[src/sv/stbs_pkg.sv]
package stbs_pkg;

    localparam int DATA_W = 32;
    localparam int POS_W  = 4;
    localparam int STAT_W = 2;

    typedef logic signed [DATA_W-1:0] data_t;
    typedef logic [POS_W-1:0]         pos_t;
    typedef logic [STAT_W-1:0]        status_t;

    localparam logic OP_LOAD   = 1'b0;
    localparam logic OP_SEARCH = 1'b1;

    localparam status_t ST_FOUND     = 2'd0;
    localparam status_t ST_NOT_FOUND = 2'd1;
    localparam status_t ST_NOT_READY = 2'd2;

    // Result of the shared signed comparator: x < y and x == y.
    typedef struct packed {
        logic lt;
        logic eq;
    } cmp_res_t;

endpackage

[src/sv/stbs_mem.sv]
module stbs_mem #(
    parameter int DEPTH = 16,
    parameter int AW    = 4
) (
    input  logic                  aclk,
    input  logic                  we,
    input  logic [AW-1:0]         waddr,
    input  stbs_pkg::data_t       wdata,
    input  logic [AW-1:0]         raddr,
    output stbs_pkg::data_t       rdata
);

    stbs_pkg::data_t mem [DEPTH];
    stbs_pkg::data_t rdata_reg;

    always_ff @(posedge aclk) begin
        if (we) begin
            mem[waddr] <= wdata;
        end
    end

    always_ff @(posedge aclk) begin
        rdata_reg <= mem[raddr];
    end

    assign rdata = rdata_reg;

endmodule

[src/sv/stbs_cmp.sv]
module stbs_cmp (
    input  stbs_pkg::data_t    x,
    input  stbs_pkg::data_t    y,
    output stbs_pkg::cmp_res_t res
);

    always_comb begin
        res.lt = (x < y);
        res.eq = (x == y);
    end

endmodule

[src/sv/stbs_seq.sv]
module stbs_seq #(
    parameter int TABLE_SIZE = 16,
    parameter int IW         = 4,
    parameter int CW         = 5
) (
    input  logic                    aclk,
    input  logic                    aresetn,
    input  logic                    s_tvalid,
    output logic                    s_tready,
    input  logic                    s_opcode,
    input  stbs_pkg::data_t         s_value,
    output logic                    m_tvalid,
    input  logic                    m_tready,
    output stbs_pkg::status_t       m_status,
    output stbs_pkg::pos_t          m_position,
    output logic                    mem_we,
    output logic [IW-1:0]           mem_waddr,
    output stbs_pkg::data_t         mem_wdata,
    output logic [IW-1:0]           mem_raddr,
    input  stbs_pkg::data_t         mem_rdata,
    output stbs_pkg::data_t         cmp_x,
    output stbs_pkg::data_t         cmp_y,
    input  stbs_pkg::cmp_res_t      cmp_res
);

    localparam logic [2:0] IDLE  = 3'd0;
    localparam logic [2:0] S_ADR = 3'd1;
    localparam logic [2:0] S_CMP = 3'd2;
    localparam logic [2:0] T_RDI = 3'd3;
    localparam logic [2:0] T_RDJ = 3'd4;
    localparam logic [2:0] T_CMP = 3'd5;
    localparam logic [2:0] T_WRI = 3'd6;
    localparam logic [2:0] RESP  = 3'd7;

    localparam logic [CW-1:0] FULL_CNT = CW'(TABLE_SIZE);
    localparam logic [IW-1:0] LAST_J   = IW'(TABLE_SIZE - 1);
    localparam logic [IW-1:0] LAST_I   = IW'(TABLE_SIZE - 2);

    logic [2:0]              state_reg, state_next;
    logic [CW-1:0]           fill_reg, fill_next;
    logic [IW-1:0]           i_reg, i_next;
    logic [IW-1:0]           j_reg, j_next;
    logic [CW-1:0]           lo_reg, lo_next;
    logic [CW-1:0]           hip_reg, hip_next;
    logic [IW-1:0]           mid_reg, mid_next;
    stbs_pkg::data_t         hold_reg, hold_next;
    stbs_pkg::status_t       res_status_reg, res_status_next;
    stbs_pkg::pos_t          res_pos_reg, res_pos_next;
    logic                    m_tvalid_reg, m_tvalid_next;
    stbs_pkg::status_t       m_status_reg, m_status_next;
    stbs_pkg::pos_t          m_pos_reg, m_pos_next;

    logic [CW-1:0]           load_base;
    logic [CW:0]             mid_sum;
    logic [IW-1:0]           mid_calc;

    // The upper bound is held as high + 1, so an empty range never goes negative.
    assign mid_sum   = {1'b0, lo_reg} + {1'b0, hip_reg} - (CW+1)'(1);
    assign mid_calc  = mid_sum[IW:1];
    assign load_base = (fill_reg == FULL_CNT) ? '0 : fill_reg;

    always_comb begin
        state_next      = state_reg;
        fill_next       = fill_reg;
        i_next          = i_reg;
        j_next          = j_reg;
        lo_next         = lo_reg;
        hip_next        = hip_reg;
        mid_next        = mid_reg;
        hold_next       = hold_reg;
        res_status_next = res_status_reg;
        res_pos_next    = res_pos_reg;
        m_tvalid_next   = m_tvalid_reg && !m_tready;
        m_status_next   = m_status_reg;
        m_pos_next      = m_pos_reg;
        mem_we          = 1'b0;
        mem_waddr       = j_reg;
        mem_wdata       = hold_reg;
        mem_raddr       = j_reg;
        cmp_x           = hold_reg;
        cmp_y           = mem_rdata;

        unique case (state_reg)
            IDLE: begin
                if (s_tvalid) begin
                    if (s_opcode == stbs_pkg::OP_LOAD) begin
                        mem_we    = 1'b1;
                        mem_waddr = load_base[IW-1:0];
                        mem_wdata = s_value;
                        fill_next = load_base + 1'b1;
                        if (load_base + 1'b1 == FULL_CNT) begin
                            i_next     = '0;
                            state_next = T_RDI;
                        end
                    end else if (fill_reg != FULL_CNT) begin
                        res_status_next = stbs_pkg::ST_NOT_READY;
                        res_pos_next    = '0;
                        state_next      = RESP;
                    end else begin
                        hold_next  = s_value;
                        lo_next    = '0;
                        hip_next   = FULL_CNT;
                        state_next = S_ADR;
                    end
                end
            end
            S_ADR: begin
                if (lo_reg < hip_reg) begin
                    mem_raddr  = mid_calc;
                    mid_next   = mid_calc;
                    state_next = S_CMP;
                end else begin
                    res_status_next = stbs_pkg::ST_NOT_FOUND;
                    res_pos_next    = '0;
                    state_next      = RESP;
                end
            end
            S_CMP: begin
                cmp_x = hold_reg;
                cmp_y = mem_rdata;
                if (cmp_res.eq) begin
                    res_status_next = stbs_pkg::ST_FOUND;
                    res_pos_next    = stbs_pkg::pos_t'(mid_reg);
                    state_next      = RESP;
                end else if (cmp_res.lt) begin
                    hip_next   = CW'(mid_reg);
                    state_next = S_ADR;
                end else begin
                    lo_next    = CW'(mid_reg) + 1'b1;
                    state_next = S_ADR;
                end
            end
            T_RDI: begin
                mem_raddr  = i_reg;
                state_next = T_RDJ;
            end
            T_RDJ: begin
                hold_next  = mem_rdata;
                j_next     = IW'(i_reg + 1'b1);
                mem_raddr  = IW'(i_reg + 1'b1);
                state_next = T_CMP;
            end
            T_CMP: begin
                // The live value of slot i stays in the hold register; only the
                // later slot is written back on an exchange.
                cmp_x = mem_rdata;
                cmp_y = hold_reg;
                if (cmp_res.lt) begin
                    mem_we    = 1'b1;
                    mem_waddr = j_reg;
                    mem_wdata = hold_reg;
                    hold_next = mem_rdata;
                end
                if (j_reg == LAST_J) begin
                    state_next = T_WRI;
                end else begin
                    j_next    = IW'(j_reg + 1'b1);
                    mem_raddr = IW'(j_reg + 1'b1);
                end
            end
            T_WRI: begin
                mem_we    = 1'b1;
                mem_waddr = i_reg;
                mem_wdata = hold_reg;
                if (i_reg == LAST_I) begin
                    state_next = IDLE;
                end else begin
                    i_next     = IW'(i_reg + 1'b1);
                    state_next = T_RDI;
                end
            end
            RESP: begin
                if (!m_tvalid_reg || m_tready) begin
                    m_tvalid_next = 1'b1;
                    m_status_next = res_status_reg;
                    m_pos_next    = res_pos_reg;
                    state_next    = IDLE;
                end
            end
            default: begin
                state_next = IDLE;
            end
        endcase
    end

    always_ff @(posedge aclk) begin
        if (!aresetn) begin
            state_reg    <= IDLE;
            fill_reg     <= '0;
            m_tvalid_reg <= 1'b0;
        end else begin
            state_reg    <= state_next;
            fill_reg     <= fill_next;
            m_tvalid_reg <= m_tvalid_next;
        end
    end

    always_ff @(posedge aclk) begin
        i_reg          <= i_next;
        j_reg          <= j_next;
        lo_reg         <= lo_next;
        hip_reg        <= hip_next;
        mid_reg        <= mid_next;
        hold_reg       <= hold_next;
        res_status_reg <= res_status_next;
        res_pos_reg    <= res_pos_next;
        m_status_reg   <= m_status_next;
        m_pos_reg      <= m_pos_next;
    end

    assign s_tready   = (state_reg == IDLE);
    assign m_tvalid   = m_tvalid_reg;
    assign m_status   = m_status_reg;
    assign m_position = m_pos_reg;

endmodule

[src/sv/sorted_table_binary_search.sv]
// Sorted table with binary search.
// Input channel s_*: each transfer is either a load (s_tuser = 0) that writes
// s_tdata into the next table slot, or a search (s_tuser = 1) for the key in
// s_tdata. Loads give no result; every search gives one result on m_*.
// m_tuser carries the status (found, not found, table not fully loaded) and
// m_tdata the zero-based position of the match, or zero.
// Once the last slot is loaded the table is sorted in place by an exchange
// sort that compares each slot in turn with every later slot.
// A load into a full table starts a new one.
// A search probes one midpoint at a time: it sets the address, then compares
// the key against the registered memory read; a search before the table is
// full answers not ready without probing. A load that does not complete the
// table leaves the sequencer idle. The sort and the search share the single
// comparator and the single memory read port.
// s_tready is high only while the sequencer is idle.
// The result sits in an output register; while the receiver stalls, new loads
// are still taken, and a further search waits until the register is free.
// Synchronous reset empties the table and drops any pending result.
module sorted_table_binary_search #(
    parameter int TABLE_SIZE = 16
) (
    input  logic        aclk,
    input  logic        aresetn,
    input  logic        s_tvalid,
    output logic        s_tready,
    input  logic [31:0] s_tdata,   // [31:0] value
    input  logic [0:0]  s_tuser,   // [0] opcode
    output logic        m_tvalid,
    input  logic        m_tready,
    output logic [7:0]  m_tdata,   // [3:0] position, [7:4] zero
    output logic [1:0]  m_tuser    // [1:0] status
);

    localparam int IW = $clog2(TABLE_SIZE);
    localparam int CW = $clog2(TABLE_SIZE + 1);

    logic                   mem_we;
    logic [IW-1:0]          mem_waddr;
    stbs_pkg::data_t        mem_wdata;
    logic [IW-1:0]          mem_raddr;
    stbs_pkg::data_t        mem_rdata;
    stbs_pkg::data_t        cmp_x;
    stbs_pkg::data_t        cmp_y;
    stbs_pkg::cmp_res_t     cmp_res;
    stbs_pkg::status_t      status;
    stbs_pkg::pos_t         position;

    stbs_mem #(
        .DEPTH (TABLE_SIZE),
        .AW    (IW)
    ) u_mem (
        .aclk  (aclk),
        .we    (mem_we),
        .waddr (mem_waddr),
        .wdata (mem_wdata),
        .raddr (mem_raddr),
        .rdata (mem_rdata)
    );

    stbs_cmp u_cmp (
        .x   (cmp_x),
        .y   (cmp_y),
        .res (cmp_res)
    );

    stbs_seq #(
        .TABLE_SIZE (TABLE_SIZE),
        .IW         (IW),
        .CW         (CW)
    ) u_seq (
        .aclk       (aclk),
        .aresetn    (aresetn),
        .s_tvalid   (s_tvalid),
        .s_tready   (s_tready),
        .s_opcode   (s_tuser[0]),
        .s_value    (s_tdata),
        .m_tvalid   (m_tvalid),
        .m_tready   (m_tready),
        .m_status   (status),
        .m_position (position),
        .mem_we     (mem_we),
        .mem_waddr  (mem_waddr),
        .mem_wdata  (mem_wdata),
        .mem_raddr  (mem_raddr),
        .mem_rdata  (mem_rdata),
        .cmp_x      (cmp_x),
        .cmp_y      (cmp_y),
        .cmp_res    (cmp_res)
    );

    assign m_tdata = {4'b0000, position};
    assign m_tuser = status;

endmodule

[config.mk]
export PLATFORM = sky130hd
export DESIGN_NAME = sorted_table_binary_search
export DESIGN_NICKNAME = d
export VERILOG_FILES = /design/src/sv/stbs_pkg.sv /design/src/sv/stbs_mem.sv /design/src/sv/stbs_cmp.sv /design/src/sv/stbs_seq.sv /design/src/sv/sorted_table_binary_search.sv
export SDC_FILE = /design/constraint.sdc
export NUM_CORES = 1
export LEC_CHECK = 0
export ABC_AREA = 1
export BUFFER_PORTS_ARGS = -buffer_cell sky130_fd_sc_hd__clkbuf_2
export CAP_MARGIN = 20
export CORE_MARGIN = 1.5
export CORE_UTILIZATION = 40
export CTS_CLUSTER_DIAMETER = 150
export DETAILED_ROUTE_END_ITERATION = 10
export HOLD_SLACK_MARGIN = 0.05
export PLACE_DENSITY_LB_ADDON = 0.08
export SYNTH_ARGS = -nofsm -noshare
export SYNTH_HDL_FRONTEND = slang
export SYNTH_HIERARCHICAL = 1
export SYNTH_SLANG_ARGS = --single-unit
[constraint.sdc]
create_clock -name aclk -period 8.9 [get_ports aclk]
set_input_delay 0.445 -clock aclk [delete_from_list [all_inputs] [get_ports aclk]]
set_output_delay 0.445 -clock aclk [all_outputs]
set_load 0.05 [all_outputs]
==> impl_metrics.csv, run 1 <==
group,metric,value,unit
clocking,cts.sinks,619,
job,maxCapViolCount,0,
critical_path,crit_arrival,6160,ps
logic_synthesis,yosys_warnings,6,
hold_path,hold_path_depth,4,
logic_synthesis,syn_avg_cell_area,9.914,um^2
place,place.gp.congestion,0.8366,
drt,drtIter0Drc,1587,
logic_synthesis,seq_area_frac_synth,0.6331,
hold_path,hp-class,"input port to flop",
power,power.density,414.5,nW/um^2
power,power_leakage,13.64,nW
sta,fmax,0.1681,GHz
cells_and_area,fin_nets,3015,
outcome,status,"finished, final reports clean",
clocking,clk_pin_slew,60,ps
floorplan,die_area,73390,um^2
clocking,cts-resized-gates,0,
sta,finalSetupTns,0,ps
logic_synthesis,syn_area,28710,um^2
clocking,clockRootBuffer,"clkbuf_16",
grt,grt_pass1_vias,18870,
critical_path,setup.worst_path.start_class,"flop",
grt,grt_use_total,0.2179,
critical_path,cp_max_fo,73,
clocking,cts.hold.buffers_added,0,
sta,rsz0062_at_grt,"false",
floorplan,die-height,270.9,um
cells_and_area,largest_register_ff_count,512,
sta,hold_viol_final,0,
clocking,h-tree-depth,3,
cells_and_area,fin_cells,3932,
drt,wl_per_cell,20.29,um
sta,setup_viol,0,
cells_and_area,drive_gt1_frac,0.08993,
power,irDropWorstVdd,0.2466,mV
place,post-place-cells,3802,
drt,first_pass_iters,5,
place,pre_cts_ws,2959,ps
critical_path,crit_chain,"inv_2 > nand3_2 > buf_4 > inv_2 > o21ai_0 > inv_1 > ha_1 > nand2_2 > nor2_2 > nand2_2 > nor2_2 > nand2_1 > nand2_1 > nand2_1 > nand2_1 > inv_1 > o211ai_1 > nand3b_1 > nor2_4",
logic_synthesis,synth_cell_types,52,
cells_and_area,synthToLayoutAreaGrowth,11.62,%
logic_synthesis,synth_area_leaders,"edfxtp_1 (60%), nand2_1 (11%), nand3_1 (7.1%)",
logic_synthesis,synthArstFlopShare,0,
grt,grt_remaining_overflow,0,
drt,via_per_inst,4.974,
drt,via_count,19560,
floorplan,fp-row-count,98,
logic_synthesis,synth_seq_cells,619,
logic_synthesis,ys.flop_type,"edfxtp_1",
place,place_hpwl,49610,um
sta,min_period,5949,ps
sta,fin_crit_sh,0.6685,
critical_path,cpMaxStageDelayCell,"nor2_4",
clocking,cts_setup_buffers,0,
critical_path,reg2reg_depth,19,
floorplan,die_w,270.9,um
drt,wl,79760,um
drt,drc_errors,0,
sta,fin_ws,2951,ps
place,portBuffers,44,
logic_synthesis,synth_top_area_share,0.6045,
logic_synthesis,synthCells,2896,
sta,timing.slew.headroom,0.2772,
critical_path,worst_ep_required_time,9110,ps
critical_path,crit_family,"simple AND/OR/NAND/NOR gates",
logic_synthesis,synth.most_common_cell,"nand2_1",
critical_path,endpoint_kind,"flop",
sta,skew,24.02,ps
grt,antenna_found_initial,6,
logic_synthesis,synth-edff-count,578,
sta,tightest_slew,1084,ps
cells_and_area,fill_cells,6737,
clocking,cts_tree,"yes",
critical_path,max_stage_delay,950,ps
drt,ant_nets,0,
grt,grt_max_degree,134,
floorplan,initial_core_util,0.4030,
clocking,clock_path_buffers,3,
floorplan,core_area,71240,um^2
critical_path,path_depth,19,
power,p_total,0.01328,W
grt,grt_pass1_wl,120200,um
critical_path,critPathBufInv,5,
clocking,cts_inserted_buffers,69,
critical_path,crit_path_frequent_cell,"nand2_1",
logic_synthesis,synth_area_leader_cell,"edfxtp_1",
sta,drv_slew,0,
logic_synthesis,synth_common_cells,"nand2_1 (854), edfxtp_1 (578), inv_1 (505)",
floorplan,num_io_pins,49,
critical_path,critical_path_class,"flop to flop",
clocking,insertion_delay,610,ps
[worst min-delay path, cell delays in order]
cell,delay (ps)
clkbuf_2,70
inv_1,40
nand2_1,70
a21oi_1,60
[final timing paths]
check	startpoint	to	slack, ps
min reg2reg	u_seq/res_pos_reg[3]	u_seq/m_position[3]	420
max	u_seq/state_reg[1]	u_mem/mem[7][17]	2950
min	m_tready	u_seq/m_tvalid	140
max reg2reg	u_seq/state_reg[1]	u_mem/mem[7][17]	2950
[cells in the final DEF, fill, tap and decap left out, types with 11 or more instances in the layout]
master,n
dfxtp_1,41
inv_1,503
inv_2,13
nor2_4,21
clkbuf_2,44
clkinv_1,16
clkinv_2,11
mux2_1,11
nand3_1,406
o21ai_0,101
clkbuf_1,18
mux2_2,20
ha_1,49
nand2_1,853
buf_4,41
nor2_1,54
clkbuf_16,70
a21oi_1,33
edfxtp_1,578
[where the power goes]
| group | switching, W | internal (W) |
|---|---|---|
| Sequential | 0.000182 | 0.00406 |
| Combinational | 0.00473 | 0.00162 |
| Clock | 0.00116 | 0.00154 |
[metrics by stage]
step           hold slack (ps)  instance area [um^2]    util
3_3_place_gp             406.3                 29770  0.4179
5_1_grt                  141.2                 32040  0.4498
3_5_place_dp             405.7                 29860  0.4192
4_1_cts                  104.1                 31940  0.4484
6_report                 136.4                 32050  0.4498
2_1_floorplan            400.3                 28720       -
[metal layers]
layer  track usage  up-vias  part of all wire
met5             0        -          0.000088
li1              -     9470                 -
met3       0.03825       83             0.061
met4       0.05631        2             0.019
met2        0.3364      502              0.45
met1        0.3163     9500              0.47
[area by class of cell]
type	instances	area, um^2	area share
Timing Repair Buffer	95	735.7	0.02296
Sequential cell	619	18180	0.5672
Multi-Input combinational cell	1624	7901	0.2466
Clock buffer	88	1819	0.05677
Antenna cell	2	5.005	0.0001562
Clock inverter	35	261.5	0.008160
Tap cell	950	1189	0.03709
Inverter	519	1958	0.06110
[kinds of logic after synthesis]
logic type / Yosys count / synth area share
simple gates: 1366 / 0.2009
buf+inv: 656 / 0.09840
flops: 619 / 0.6331
compound gates: 167 / 0.03146
fa+ha+maj: 50 / 0.02205
mux: 31 / 0.01216
xor+xnor: 6 / 0.001830
other cells: 1 / 0.0001306
(Power assumes the default switching activity.)
==> run 2: changes to the inputs <==
==> constraint.sdc (replaced) <==
create_clock -name aclk -period 5.7 [get_ports aclk]
set_input_delay 0.285 -clock aclk [delete_from_list [all_inputs] [get_ports aclk]]
set_output_delay 0.285 -clock aclk [all_outputs]
set_load 0.05 [all_outputs]
==> impl_metrics.csv, run 2 (same netlist as run 1, synthesis figures left out) <==
group,metric,value,unit
outcome,status,"finished, final reports clean",
sta,timing.slew.headroom,0.2684,
power,p_total,0.02102,W
critical_path,crit_chain,"nand3_2 > inv_2 > buf_4 > nand2_1 > o21ai_0 > inv_1 > ha_1 > nand2_2 > nor2_2 > nand2_2 > nor2_2 > nand2_1 > nand2_1 > nand2_1 > nand2_1 > inv_1 > o211ai_1 > nand3b_1 > nor2_4",
power,irDropWorstVdd,0.5858,mV
drt,via_count,19540,
sta,min_period,5228,ps
floorplan,die_area,73390,um^2
critical_path,critical_path_class,"flop to flop",
drt,wl_per_cell,19.52,um
sta,skew,23.60,ps
drt,first_pass_iters,7,
cells_and_area,drive_gt1_frac,0.09388,
clocking,clk_pin_slew,60,ps
critical_path,max_stage_delay,900,ps
critical_path,crit_family,"simple AND/OR/NAND/NOR gates",
floorplan,initial_core_util,0.4030,
grt,grt_use_total,0.2122,
place,pre_cts_ws,612.3,ps
floorplan,core_area,71240,um^2
drt,drtIter0Drc,1743,
critical_path,setup.worst_path.start_class,"flop",
clocking,cts_tree,"yes",
hold_path,hp-class,"input port to flop",
floorplan,die-height,270.9,um
critical_path,crit_arrival,5450,ps
sta,drv_slew,0,
drt,wl,77590,um
grt,grt_max_degree,141,
cells_and_area,synthToLayoutAreaGrowth,13.54,%
critical_path,cpMaxStageDelayCell,"nor2_4",
clocking,h-tree-depth,3,
drt,ant_nets,0,
sta,rsz0062_at_grt,"false",
drt,via_per_inst,4.917,
place,portBuffers,44,
grt,grt_remaining_overflow,0,
floorplan,die_w,270.9,um
sta,hold_viol_final,0,
cells_and_area,final_core_util,0.4576,
critical_path,crit_path_frequent_cell,"nand2_1",
sta,fin_ws,471.7,ps
clocking,cts_inserted_buffers,71,
grt,grt_pass1_vias,19020,
critical_path,critPathBufInv,4,
job,maxCapViolCount,0,
cells_and_area,n_antenna_cell,0,
cells_and_area,fill_cells,6706,
clocking,clock_path_buffers,3,
grt,antenna_found_initial,0,
sta,fmax,0.1913,GHz
critical_path,endpoint_kind,"flop",
place,place_hpwl,49280,um
cells_and_area,fin_nets,3061,
floorplan,fp-row-count,98,
cells_and_area,mostFrequentLayoutCell,"nand2_1",
place,place.gp.congestion,0.8361,
clocking,clockRootBuffer,"clkbuf_16",
sta,finalSetupTns,0,ps
sta,setup_viol,0,
floorplan,num_io_pins,49,
critical_path,cp_max_fo,41,
clocking,cts.sinks,619,
critical_path,worst_ep_required_time,5920,ps
sta,tightest_slew,1094,ps
power,power.density,644.8,nW/um^2
cells_and_area,largest_register_ff_count,512,
drt,drc_errors,0,
sta,fin_crit_sh,0.9173,
cells_and_area,final_cell_mix,"nand2_1 (853), edfxtp_1 (578), inv_1 (503), nand3_1 (406), o21ai_0 (101)",
grt,grt_pass1_wl,118300,um
clocking,insertion_delay,610,ps
power,power_leakage,13.91,nW
==> run 2: layout make-up <==
cell class / count / area, um^2 / share of cell area
clock buffers: 90 / 1952 / 0.05988
clock inverters: 34 / 300.3 / 0.009212
inverters: 519 / 1956 / 0.05999
multi-input cells: 1624 / 7890 / 0.2420
flip-flops and latches: 619 / 18180 / 0.5576
well taps: 950 / 1189 / 0.03646
repair buffers: 139 / 1134 / 0.03478
==> run 2: worst paths after layout <==
kind | startpoint | endpoint | slack [ps] | depth (start not counted)
worst max-delay path | u_seq/state_reg[0] | u_mem/mem[6][6] | 470 | 19
worst min-delay path | s_tdata[23] | u_seq/hold_reg[23] | 80 | 2
worst max register to register | u_seq/state_reg[0] | u_mem/mem[6][6] | 470 | 19
worst min register to register | u_seq/res_status_reg[1] | u_seq/m_status[1] | 420 | 0
==> run 2: timing repair <==
item | 4_1_cts | 5_1_grt
setup buffers | 0 | 0
resized for setup | 0 | 0
hold buffers | 32 | 0
endpoints found under the hold margin | 37 | 0
==> run 2: stage by stage <==
step / area [um^2] / hold WS (ps) / std cells
global placement: 30010 / 401.6 / 3818
detailed placement: 30010 / 405.2 / 3818
finish: 32600 / 84.01 / 3975
CTS: 32580 / 54.14 / 3974
global route: 32600 / 64.49 / 3975
floorplan: 28720 / 400.3 / 2899
==> run 2: report_power, final <==
group	switching (W)	internal, W
sequential	0.000294	0.00634
combinational	0.00731	0.00262
clock	0.00181	0.00264
==> run 2: metal layers <==
metal / routed length (um) / up-vias / GRT usage
li1: - / 9558 / -
met1: 37590 / 9385 / 0.3158
met2: 33790 / 489 / 0.3179
met3: 4254 / 112 / 0.03044
met4: 1951 / 0 / 0.06733
met5: 0 / - / 0
==> run 3: changes to the inputs <==
--- a/config.mk
+++ b/config.mk
@@ -12,7 +12,9 @@
 export CORE_UTILIZATION = 40
 export CTS_CLUSTER_DIAMETER = 150
 export DETAILED_ROUTE_END_ITERATION = 10
+export GPL_TIMING_DRIVEN = 0
 export HOLD_SLACK_MARGIN = 0.05
+export MAX_ROUTING_LAYER = met4
 export PLACE_DENSITY_LB_ADDON = 0.08
 export SYNTH_ARGS = -nofsm -noshare
 export SYNTH_HDL_FRONTEND = slang
==> constraint.sdc (replaced) <==
create_clock -name aclk -period 6 [get_ports aclk]
set_input_delay 0.3 -clock aclk [delete_from_list [all_inputs] [get_ports aclk]]
set_output_delay 0.3 -clock aclk [all_outputs]
set_load 0.05 [all_outputs]
==> impl_metrics.csv, run 3 (same netlist as run 1, synthesis figures left out) <==
group,metric,value,unit
cells_and_area,final_core_util,0.4724,
critical_path,cp-endpoint,"u_mem/mem[14][10]",
critical_path,cpMaxStageDelayCell,"nor2_4",
floorplan,fp-row-count,98,
power,power.density,635.6,nW/um^2
clocking,insertion_delay,610,ps
power,power.switching,0.009774,W
sta,fin_crit_sh,0.9124,
critical_path,setup.worst_path.start_class,"flop",
critical_path,cp_max_fo,18,
power,p_sw_frac,0.4569,
critical_path,startpoint,"u_seq/state_reg[2]",
floorplan,die_area,73390,um^2
power,power_frac_seq,0.293,
drt,wl_per_cell,21.89,um
critical_path,worst_ep_required_time,6300,ps
drt,first_pass_iters,5,
drt,wl,89740,um
drt,ant_nets,0,
clocking,clk_pin_slew,60,ps
power,power_leakage,14.47,nW
sta,timing.slew.headroom,0.2548,
cells_and_area,drive_gt1_frac,0.1197,
grt,grt_use_total,0.2527,
critical_path,reg2reg_depth,18,
sta,min_period,5474,ps
grt,grt_pass1_vias,20010,
clocking,clockRootBuffer,"clkbuf_16",
sta,drv_slew,0,
power,irDropWorstVdd,0.3915,mV
critical_path,max_stage_delay,820,ps
clocking,cts_setup_buffers,0,
drt,drc_errors,0,
drt,drtIter0Drc,2081,
power,p_comb_frac,0.502,
clocking,h-tree-depth,3,
critical_path,crit_arrival,5780,ps
sta,tightest_slew,1118,ps
critical_path,timing.rr.start,"u_seq/state_reg[2]",
cells_and_area,fin_nets,3181,
sta,rsz0062_at_grt,"false",
hold_path,hp-class,"input port to flop",
place,place_hpwl,62810,um
clocking,cts.sinks,619,
sta,fmax,0.1827,GHz
floorplan,die_w,270.9,um
drt,via_per_inst,5.048,
place,portBuffers,44,
sta,skew,22.08,ps
hold_path,min_from,"s_tdata[21]",
power,p_total,0.02139,W
floorplan,num_io_pins,49,
critical_path,critical_path_class,"flop to flop",
critical_path,worst-r2r-setup-slack,530,ps
critical_path,rr_endpoint,"u_mem/mem[14][10]",
cells_and_area,postLayoutCellArea,33660,um^2
clocking,cts_inserted_buffers,71,
critical_path,endpoint_kind,"flop",
outcome,status,"finished, final reports clean",
critical_path,crit_chain,"nand3_2 > inv_2 > clkbuf_1 > o21ai_0 > ha_1 > nand2_1 > nor3_2 > nand2_1 > nand2_1 > nand2_1 > nand2_1 > nand2_1 > nand2_1 > inv_1 > o211ai_1 > nand3_1 > nor2_4 > buf_16",
cells_and_area,final_cell_mix,"nand2_1 (854), edfxtp_1 (578), inv_1 (505), nand3_1 (406), o21ai_0 (80)",
floorplan,core_area,71240,um^2
cells_and_area,n_antenna_cell,0,
grt,antenna_found_initial,8,
cells_and_area,synthToLayoutAreaGrowth,17.23,%
place,place_area,30960,um^2
grt,grt_pass1_wl,132000,um
clocking,clock_path_buffers,3,
grt,grt_remaining_overflow,0,
clocking,cts_tree,"yes",
floorplan,initial_core_util,0.4030,
cells_and_area,fill_cells,6588,
drt,via_count,20700,
place,place.gp.congestion,0.8477,
cells_and_area,mostFrequentLayoutCell,"nand2_1",
sta,hold_viol_final,0,
power,p_clk_frac,0.205,
critical_path,crit_path_frequent_cell,"nand2_1",
sta,setup_viol,0,
job,maxCapViolCount,0,
power,p_int,0.01162,W
cells_and_area,largest_register_ff_count,512,
floorplan,die-height,270.9,um
grt,grt_max_degree,21,
[run 3: cell count changes in the layout (fill, tap and decap cells not counted), sizes merged]
cell / before / now
clkinv: 26 / 30
inv: 522 / 519
buf: 63 / 161
clkinvlp: 0 / 4
bufinv: 5 / 6
clkbuf: 134 / 155
[run 3: how the worst min path moves through the flow]
stage / end / slack, ps / cells after the start
floorplan: u_seq/m_position[0] / 400 / 0
global placement: u_seq/m_position[3] / 400 / 0
detailed placement: u_seq/m_position[0] / 410 / 0
CTS: u_seq/hold_reg[21] / 70 / 2
global route: u_seq/hold_reg[21] / 80 / 2
finish: u_seq/hold_reg[21] / 100 / 2
[run 3: power by group through the flow]
stage | clock network [W] | registers, W | logic, W
3_5_place_dp | 0 | 0.00636 | 0.0106
2_1_floorplan | 0 | 0.00631 | 0.00617
3_3_place_gp | 0 | 0.00644 | 0.0102
4_1_cts | 0.00450 | 0.00627 | 0.0107
6_report | 0.00439 | 0.00626 | 0.0107
5_1_grt | 0.00467 | 0.00632 | 0.0117
[run 3: critical path, delay by kind of cell, from the launching register on]
kind            cells  cell delay [ps]
simple gates       11             2520
fa+ha+maj           1              340
compound gates      2              620
flops               1              530
buf+inv             4             1120
[run 3: stage by stage]
step	cells	TNS, ps	worst slack [ps]	hold WS [ps]
5_1_grt	4100	0	156.2	77.64
4_1_cts	4097	0	488.9	70.70
2_1_floorplan	2899	0	1101	400.3
6_report	4100	0	525.8	101.9
3_3_place_gp	3893	-810710	-1970	400.7
3_5_place_dp	3936	0	501.1	405.2
[run 3: area by class of cell]
class	instances	area, um^2	share of cell area
well taps	950	1189	0.03532
clock inverters	40	361.6	0.01074
multi-input cells	1624	7875	0.2340
flip-flops and latches	619	18180	0.5401
clock buffers	89	1991	0.05914
inverters	519	1951	0.05796
repair buffers	122	1239	0.03680
plain buffers	137	874.6	0.02599
[run 3: metal layers]
| layer | track usage | vias to the layer above | wire length [um] |
|---|---|---|---|
| li1 | - | 9813 | - |
| met1 | 0.3393 | 10140 | 39480 |
| met2 | 0.4062 | 619 | 42770 |
| met3 | 0.03080 | 125 | 5635 |
| met4 | 0.06542 | 0 | 1842 |
| met5 | - | - | 0 |
[run 3: timing repair]
action                    in CTS  in global routing
hold buffers                  32                  0
hold endpoints to repair      36                  0
resized for setup              0                  0
